## src/rtl/fcs_pkg.sv

```systemverilog
package fcs_pkg;

    // one sensor sample
    typedef struct packed {
        logic [31:0] now_ms;
        logic        start_button;
        logic [15:0] stack_voltage_mv;
        logic [15:0] stack_current_ma;
        logic [15:0] cap_voltage_mv;
        logic        fault;
        logic        stop_request;
    } fcs_sample_t;

    // one controller result
    typedef struct packed {
        logic [2:0]  mode;
        logic        h2_valve_open;
        logic        purge_valve_open;
        logic        start_relay_closed;
        logic        res_relay_closed;
        logic        cap_relay_closed;
        logic        motor_relay_closed;
        logic [31:0] purge_count;
        logic [31:0] last_purge_interval_ms;
        logic [31:0] total_charge_c;
    } fcs_result_t;

    // operating modes
    localparam logic [2:0] MODE_STANDBY  = 3'd0;
    localparam logic [2:0] MODE_H2_FILL  = 3'd1;
    localparam logic [2:0] MODE_SPURGE   = 3'd2;
    localparam logic [2:0] MODE_CHARGE   = 3'd3;
    localparam logic [2:0] MODE_RUN      = 3'd4;
    localparam logic [2:0] MODE_SHUTDOWN = 3'd5;
    localparam logic [2:0] MODE_ALARM    = 3'd6;

    // purge phase
    localparam logic [1:0] PHASE_FIRST  = 2'd0;
    localparam logic [1:0] PHASE_CLOSED = 2'd1;
    localparam logic [1:0] PHASE_OPEN   = 2'd2;

    // relay and valve drive masks
    localparam logic [5:0] RV_H2    = 6'b000001;
    localparam logic [5:0] RV_PURGE = 6'b000010;
    localparam logic [5:0] RV_START = 6'b000100;
    localparam logic [5:0] RV_RES   = 6'b001000;
    localparam logic [5:0] RV_CAP   = 6'b010000;
    localparam logic [5:0] RV_MOTOR = 6'b100000;

    // configuration register indexes
    localparam int         REG_INDEX_W = 3;
    localparam logic [2:0] REG_PURGE_THRESHOLD = 3'd0;
    localparam logic [2:0] REG_PURGE_DURATION  = 3'd1;
    localparam logic [2:0] REG_INTEG_INTERVAL  = 3'd2;
    localparam logic [2:0] REG_START_VOLTAGE   = 3'd3;
    localparam logic [2:0] REG_START_PURGE     = 3'd4;
    localparam logic [2:0] REG_CAP_CHARGED     = 3'd5;
    localparam logic [2:0] REG_CURRENT_OFFSET  = 3'd6;

    // configuration reset values
    localparam logic [63:0] RST_PURGE_THRESHOLD = 64'd2300000000;
    localparam logic [15:0] RST_PURGE_DURATION  = 16'd200;
    localparam logic [15:0] RST_INTEG_INTERVAL  = 16'd10;
    localparam logic [15:0] RST_START_VOLTAGE   = 16'd30000;
    localparam logic [15:0] RST_START_PURGE     = 16'd3000;
    localparam logic [15:0] RST_CAP_CHARGED     = 16'd40000;
    localparam logic [9:0]  RST_CURRENT_OFFSET  = 10'd100;

    // divide by 10^6 = 2^6 * 15625, long division in 16 bit digits
    localparam int          DIV_PRE_SHIFT   = 6;
    localparam int          DIV_CHUNK_W     = 16;
    localparam int          DIV_CHUNKS      = 4;
    localparam int          DIV_REM_W       = 14;
    localparam int          DIV_V_W         = DIV_REM_W + DIV_CHUNK_W;
    localparam int          DIV_RECIP_W     = 31;
    localparam int          DIV_PROD_W      = DIV_V_W + DIV_RECIP_W;
    localparam int          DIV_RECIP_SHIFT = 44;
    localparam logic [30:0] DIV_RECIP       = 31'd1125899907;
    localparam logic [13:0] DIV_ODD         = 14'd15625;
    localparam int          DIV_STAGES      = 2 * DIV_CHUNKS;

endpackage

```

## src/rtl/fcs_div1e6.sv

```systemverilog
module fcs_div1e6
    import fcs_pkg::*;
(
    input  logic        clk,
    input  logic        en,
    input  logic [63:0] dividend,
    output logic [31:0] quotient
);

    localparam int YW = 64 - DIV_PRE_SHIFT;

    // digit stage: quotient digit by reciprocal multiply
    logic [YW-1:0]          yq_reg [DIV_CHUNKS];
    logic [DIV_V_W-1:0]     v_reg  [DIV_CHUNKS];
    logic [DIV_CHUNK_W-1:0] qk_reg [DIV_CHUNKS];
    logic [31:0]            qa_reg [DIV_CHUNKS];
    // remainder stage
    logic [YW-1:0]          yr_reg [DIV_CHUNKS];
    logic [DIV_REM_W-1:0]   r_reg  [DIV_CHUNKS];
    logic [31:0]            qr_reg [DIV_CHUNKS];

    for (genvar k = 0; k < DIV_CHUNKS; k++) begin : g_chunk
        logic [YW-1:0]                     y_src;
        logic [DIV_REM_W-1:0]              r_src;
        logic [31:0]                       q_src;
        logic [DIV_CHUNK_W*DIV_CHUNKS-1:0] y_pad;
        logic [DIV_V_W-1:0]                v;
        logic [DIV_PROD_W-1:0]             prod;
        logic [DIV_V_W-1:0]                diff;

        if (k == 0) begin : g_first
            assign y_src = dividend[63:DIV_PRE_SHIFT];
            assign r_src = '0;
            assign q_src = '0;
        end
        else begin : g_next
            assign y_src = yr_reg[k-1];
            assign r_src = r_reg[k-1];
            assign q_src = qr_reg[k-1];
        end

        assign y_pad = {{(DIV_CHUNK_W*DIV_CHUNKS-YW){1'b0}}, y_src};
        assign v     = {r_src, y_pad[DIV_CHUNK_W*(DIV_CHUNKS-k)-1 -: DIV_CHUNK_W]};
        assign prod  = DIV_PROD_W'(v) * DIV_PROD_W'(DIV_RECIP);

        always_ff @(posedge clk)
        begin
            if (en)
            begin
                v_reg[k]  <= v;
                qk_reg[k] <= prod[DIV_RECIP_SHIFT +: DIV_CHUNK_W];
                yq_reg[k] <= y_src;
                qa_reg[k] <= q_src;
            end
        end

        assign diff = v_reg[k] - DIV_V_W'(qk_reg[k]) * DIV_V_W'(DIV_ODD);

        always_ff @(posedge clk)
        begin
            if (en)
            begin
                r_reg[k]  <= diff[DIV_REM_W-1:0];
                yr_reg[k] <= yq_reg[k];
                qr_reg[k] <= {qa_reg[k][31-DIV_CHUNK_W:0], qk_reg[k]};
            end
        end
    end

    assign quotient = qr_reg[DIV_CHUNKS-1];

endmodule

```

## config.mk

```make
export PLATFORM = sky130hd
export DESIGN_NAME = fcs_div1e6
export DESIGN_NICKNAME = d
export VERILOG_FILES = /design/src/rtl/fcs_pkg.sv /design/src/rtl/fcs_div1e6.sv
export SDC_FILE = /design/constraint.sdc
export NUM_CORES = 2
export LEC_CHECK = 0
export ABC_AREA = 0
export BUFFER_PORTS_ARGS = -buffer_cell sky130_fd_sc_hd__buf_2
export CAP_MARGIN = 40
export CORE_MARGIN = 2
export CORE_UTILIZATION = 54
export CTS_CLUSTER_SIZE = 10
export DETAILED_ROUTE_END_ITERATION = 16
export PLACE_DENSITY_LB_ADDON = 0.15
export SLEW_MARGIN = 10
export SYNTH_ARGS = -nofsm -noshare
export SYNTH_HDL_FRONTEND = slang
export SYNTH_SLANG_ARGS = --single-unit
export TNS_END_PERCENT = 20
```

## constraint.sdc

```tcl
create_clock -name clk -period 13.1 [get_ports clk]
set_input_delay 0 -clock clk [delete_from_list [all_inputs] [get_ports clk]]
set_output_delay 0 -clock clk [all_outputs]
set_load 0.02 [all_outputs]
```

==> flow_results.xml <==
<?xml version="1.0" encoding="UTF-8"?>
<metrics>
  <group name="final_layout">
    <metric name="nFillCells" unit="">8732</metric>
    <metric name="drive_gt1_share" unit="%">3.77</metric>
    <metric name="total_inserted_antenna_cells" unit="">0</metric>
    <metric name="multi_input_gate_area" unit="um^2">38200</metric>
    <metric name="syn2layout_area_growth" unit="%">7.74</metric>
    <metric name="final_net_count" unit="">7135</metric>
    <metric name="ff_latch_area" unit="um^2">11500</metric>
    <metric name="largest_reg_flops" unit="">105</metric>
  </group>
  <group name="detailed_routing">
    <metric name="drtPass1Iterations" unit="">5</metric>
    <metric name="antenna_violating_nets_post_route" unit="">0</metric>
    <metric name="detail_route.vias_per_cell" unit="">5.08</metric>
    <metric name="wl_per_cell" unit="um">19.3</metric>
    <metric name="post-route-drc-count" unit="">0</metric>
    <metric name="route.final.wire_length" unit="um">123000</metric>
    <metric name="drt_first_iter_violations" unit="">1716</metric>
    <metric name="dr_total_vias" unit="">32400</metric>
  </group>
  <group name="clocking">
    <metric name="cts-hold-fix-buffers" unit="">59</metric>
    <metric name="tritoncts_num_sinks" unit="">382</metric>
    <metric name="cts_tree" unit="">yes</metric>
    <metric name="htree_num_levels" unit="">2</metric>
    <metric name="ctsResizeCount" unit="">0</metric>
    <metric name="worst_skew_pair.late_latency" unit="ns">0.63</metric>
    <metric name="cts.reportedPaths.clkPinSlew" unit="ns">0.05</metric>
    <metric name="number_of_cts_inserted_buffers" unit="">49</metric>
    <metric name="root_buffer" unit="">sky130_fd_sc_hd__clkbuf_16</metric>
    <metric name="cts_max_path_buffers" unit="">3</metric>
    <metric name="cts_setup_buffers" unit="">0</metric>
  </group>
  <group name="flow_run">
    <metric name="max-cap-violations" unit="">0</metric>
  </group>
  <group name="sta">
    <metric name="setup_repair_after_global_routing_missed_its_margin" unit="">false</metric>
    <metric name="slew_headroom" unit="%">33.3</metric>
    <metric name="worstMarginPinSlew" unit="ns">1.00</metric>
    <metric name="max_freq" unit="MHz">122</metric>
    <metric name="final.setup.tns" unit="ns">0</metric>
    <metric name="clock_skew" unit="ns">0.0281</metric>
    <metric name="timing.final.setup_violations" unit="">0</metric>
    <metric name="fin_crit_sh" unit="%">62.8</metric>
    <metric name="final_worst_path_period_need" unit="ns">8.23</metric>
    <metric name="drv_slew" unit="">0</metric>
    <metric name="final_hold_viol_count" unit="">0</metric>
  </group>
  <group name="logic_synthesis">
    <metric name="syn_area_cell" unit="um^2">11.6</metric>
    <metric name="async_reset_ff_share" unit="%">0</metric>
    <metric name="synth_most_common_cell" unit="">sky130_fd_sc_hd__inv_1</metric>
    <metric name="post_synth_main_area_contributors" unit="">sky130_fd_sc_hd__fa_1 (35%), sky130_fd_sc_hd__ha_1 (25%), sky130_fd_sc_hd__edfxtp_1 (21%)</metric>
    <metric name="ys.flop_type" unit="">sky130_fd_sc_hd__edfxtp_1</metric>
    <metric name="synth-edff-count" unit="">382</metric>
    <metric name="seq_area_frac_synth" unit="%">20.7</metric>
    <metric name="synth.ff_latch_count" unit="">382</metric>
    <metric name="synth_largest_area_cell" unit="">sky130_fd_sc_hd__fa_1</metric>
    <metric name="netlist_area" unit="um^2">55500</metric>
    <metric name="synthesis.instances" unit="">4783</metric>
    <metric name="syn_nets" unit="">6929</metric>
    <metric name="synth_cell_types" unit="">62</metric>
    <metric name="synth_commonest_cells" unit="">sky130_fd_sc_hd__inv_1 (1536), sky130_fd_sc_hd__ha_1 (1111), sky130_fd_sc_hd__fa_1 (969)</metric>
    <metric name="yosys_top_cell_area_share" unit="%">35.0</metric>
    <metric name="yosys_warnings" unit="">0</metric>
  </group>
  <group name="worst_hold_path">
    <metric name="hp-class" unit="">in2reg</metric>
  </group>
  <group name="floorplan">
    <metric name="die-height" unit="um">325</metric>
    <metric name="io-pin-count" unit="">98</metric>
    <metric name="die_area" unit="um^2">105000</metric>
    <metric name="placeableCoreArea" unit="um^2">102000</metric>
    <metric name="floorplan.rows" unit="">117</metric>
    <metric name="initial_utilization" unit="%">54.4</metric>
    <metric name="die_span_x" unit="um">325</metric>
  </group>
  <group name="global_routing">
    <metric name="grt_pass1_vias" unit="">35600</metric>
    <metric name="globalRouteTotalUtil" unit="%">24.5</metric>
    <metric name="grt_start_max_net_pins" unit="">153</metric>
    <metric name="globalRouteOverflowTotal" unit="">0</metric>
    <metric name="grt_pass1_wl" unit="um">196000</metric>
    <metric name="antenna_found_initial" unit="">3</metric>
  </group>
  <group name="worst_setup_path">
    <metric name="end_kind" unit="">flop</metric>
    <metric name="crit_path_top_delay_cell" unit="">sky130_fd_sc_hd__edfxtp_1</metric>
    <metric name="cp_num_buf_inv" unit="">6</metric>
    <metric name="timing.critical_path.from_type" unit="">flop</metric>
    <metric name="critical_path_peak_fanout" unit="">7</metric>
    <metric name="critical-path-top-cell-by-count" unit="">sky130_fd_sc_hd__fa_1</metric>
    <metric name="cp.arrival" unit="ns">8.60</metric>
    <metric name="slowest_delay" unit="ns">0.74</metric>
    <metric name="critPathTopFamily" unit="">adder cells</metric>
    <metric name="critPathRequiredTime" unit="ns">13.47</metric>
    <metric name="path_class" unit="">reg2reg</metric>
    <metric name="crit_path_cell_trace" unit="">inv_1, ha_1, inv_1, fa_1, inv_1, fa_1, inv_1, fa_1, fa_1, fa_1, inv_1, fa_1, inv_1, fa_1, ha_1, a222oi_1, nand2_1, nor3_1, o211ai_1, o21ai_0, a21oi_1, a221oi_1, o21bai_1, xnor2_1</metric>
  </group>
  <group name="place">
    <metric name="place_hpwl" unit="um">108000</metric>
    <metric name="io_buffer_count" unit="">91</metric>
    <metric name="place_congestion" unit="">0.946</metric>
  </group>
  <group name="status">
    <metric name="outcome" unit="">finished clean</metric>
  </group>
</metrics>
[path summary, 6_finish.rpt]
| check | from | to | slack [ns] | depth (start not counted) |
|---|---|---|---|---|
| worst min register to register | yq_reg[2][9] | yr_reg[2][9] | 0.41 | 0 |
| worst max register to register | yr_reg[0][36] | qk_reg[1][13] | 4.87 | 24 |
| worst min-delay path | dividend[43] | yq_reg[0][37] | 0.08 | 2 |
| worst max-delay path | yr_reg[0][36] | qk_reg[1][13] | 4.87 | 24 |
[metal layers]
metal | part of all wire, % | vias up | track usage, %
met5 | 0.036 | - | 0
met4 | 3.1 | 6 | 7.08
met3 | 6.1 | 183 | 5.58
met2 | 47 | 656 | 39.7
met1 | 44 | 16100 | 33.1
li1 | - | 15400 | -
[metrics by stage]
| stage | hold slack [ns] | std cells | worst slack, ns | instance area, um^2 | utilization, % |
|---|---|---|---|---|---|
| 6_report | 0.0773 | 6378 | 4.87 | 59800 | 58.7 |
| 5_1_grt | 0.0488 | 6378 | 4.42 | 59800 | 58.7 |
| 4_1_cts | 0.0202 | 6377 | 4.85 | 59800 | 58.7 |
| 3_5_place_dp | 0.178 | 6246 | 4.86 | 57700 | 56.7 |
| 3_3_place_gp | 0.177 | 6245 | 5.01 | 57700 | 56.6 |
| 2_1_floorplan | 0.0989 | 4783 | 6.06 | 55500 | - |
[cell families after synthesis]
group | synth area share, %
buf+inv | 10.4
compound gates | 4.22
fa+ha+maj | 60.0
xor+xnor | 1.83
simple gates | 2.84
flops | 20.7
[area by class of cell]
class | instances | area share, %
Sequential cell | 382 | 19.2
Clock inverter | 17 | 0.272
Clock buffer | 55 | 2.16
Multi-Input combinational cell | 2864 | 64.0
Timing Repair Buffer | 156 | 1.89
Inverter | 1536 | 9.65
Tap cell | 1368 | 2.86
[cell usage in the layout, fill, tap and decap left out, types with 60 or more instances in the layout]
master                        n
sky130_fd_sc_hd__nor2_1      81
sky130_fd_sc_hd__xnor2_1     92
sky130_fd_sc_hd__o21ai_0     60
sky130_fd_sc_hd__a21o_1      74
sky130_fd_sc_hd__ha_1      1111
sky130_fd_sc_hd__buf_2       91
sky130_fd_sc_hd__edfxtp_1   382
sky130_fd_sc_hd__a21oi_1     93
sky130_fd_sc_hd__inv_1     1536
sky130_fd_sc_hd__fa_1       969
Power is left out: the tool's default activity adds up to more than one toggle a clock period on the data nets, which glitch-free logic cannot reach.
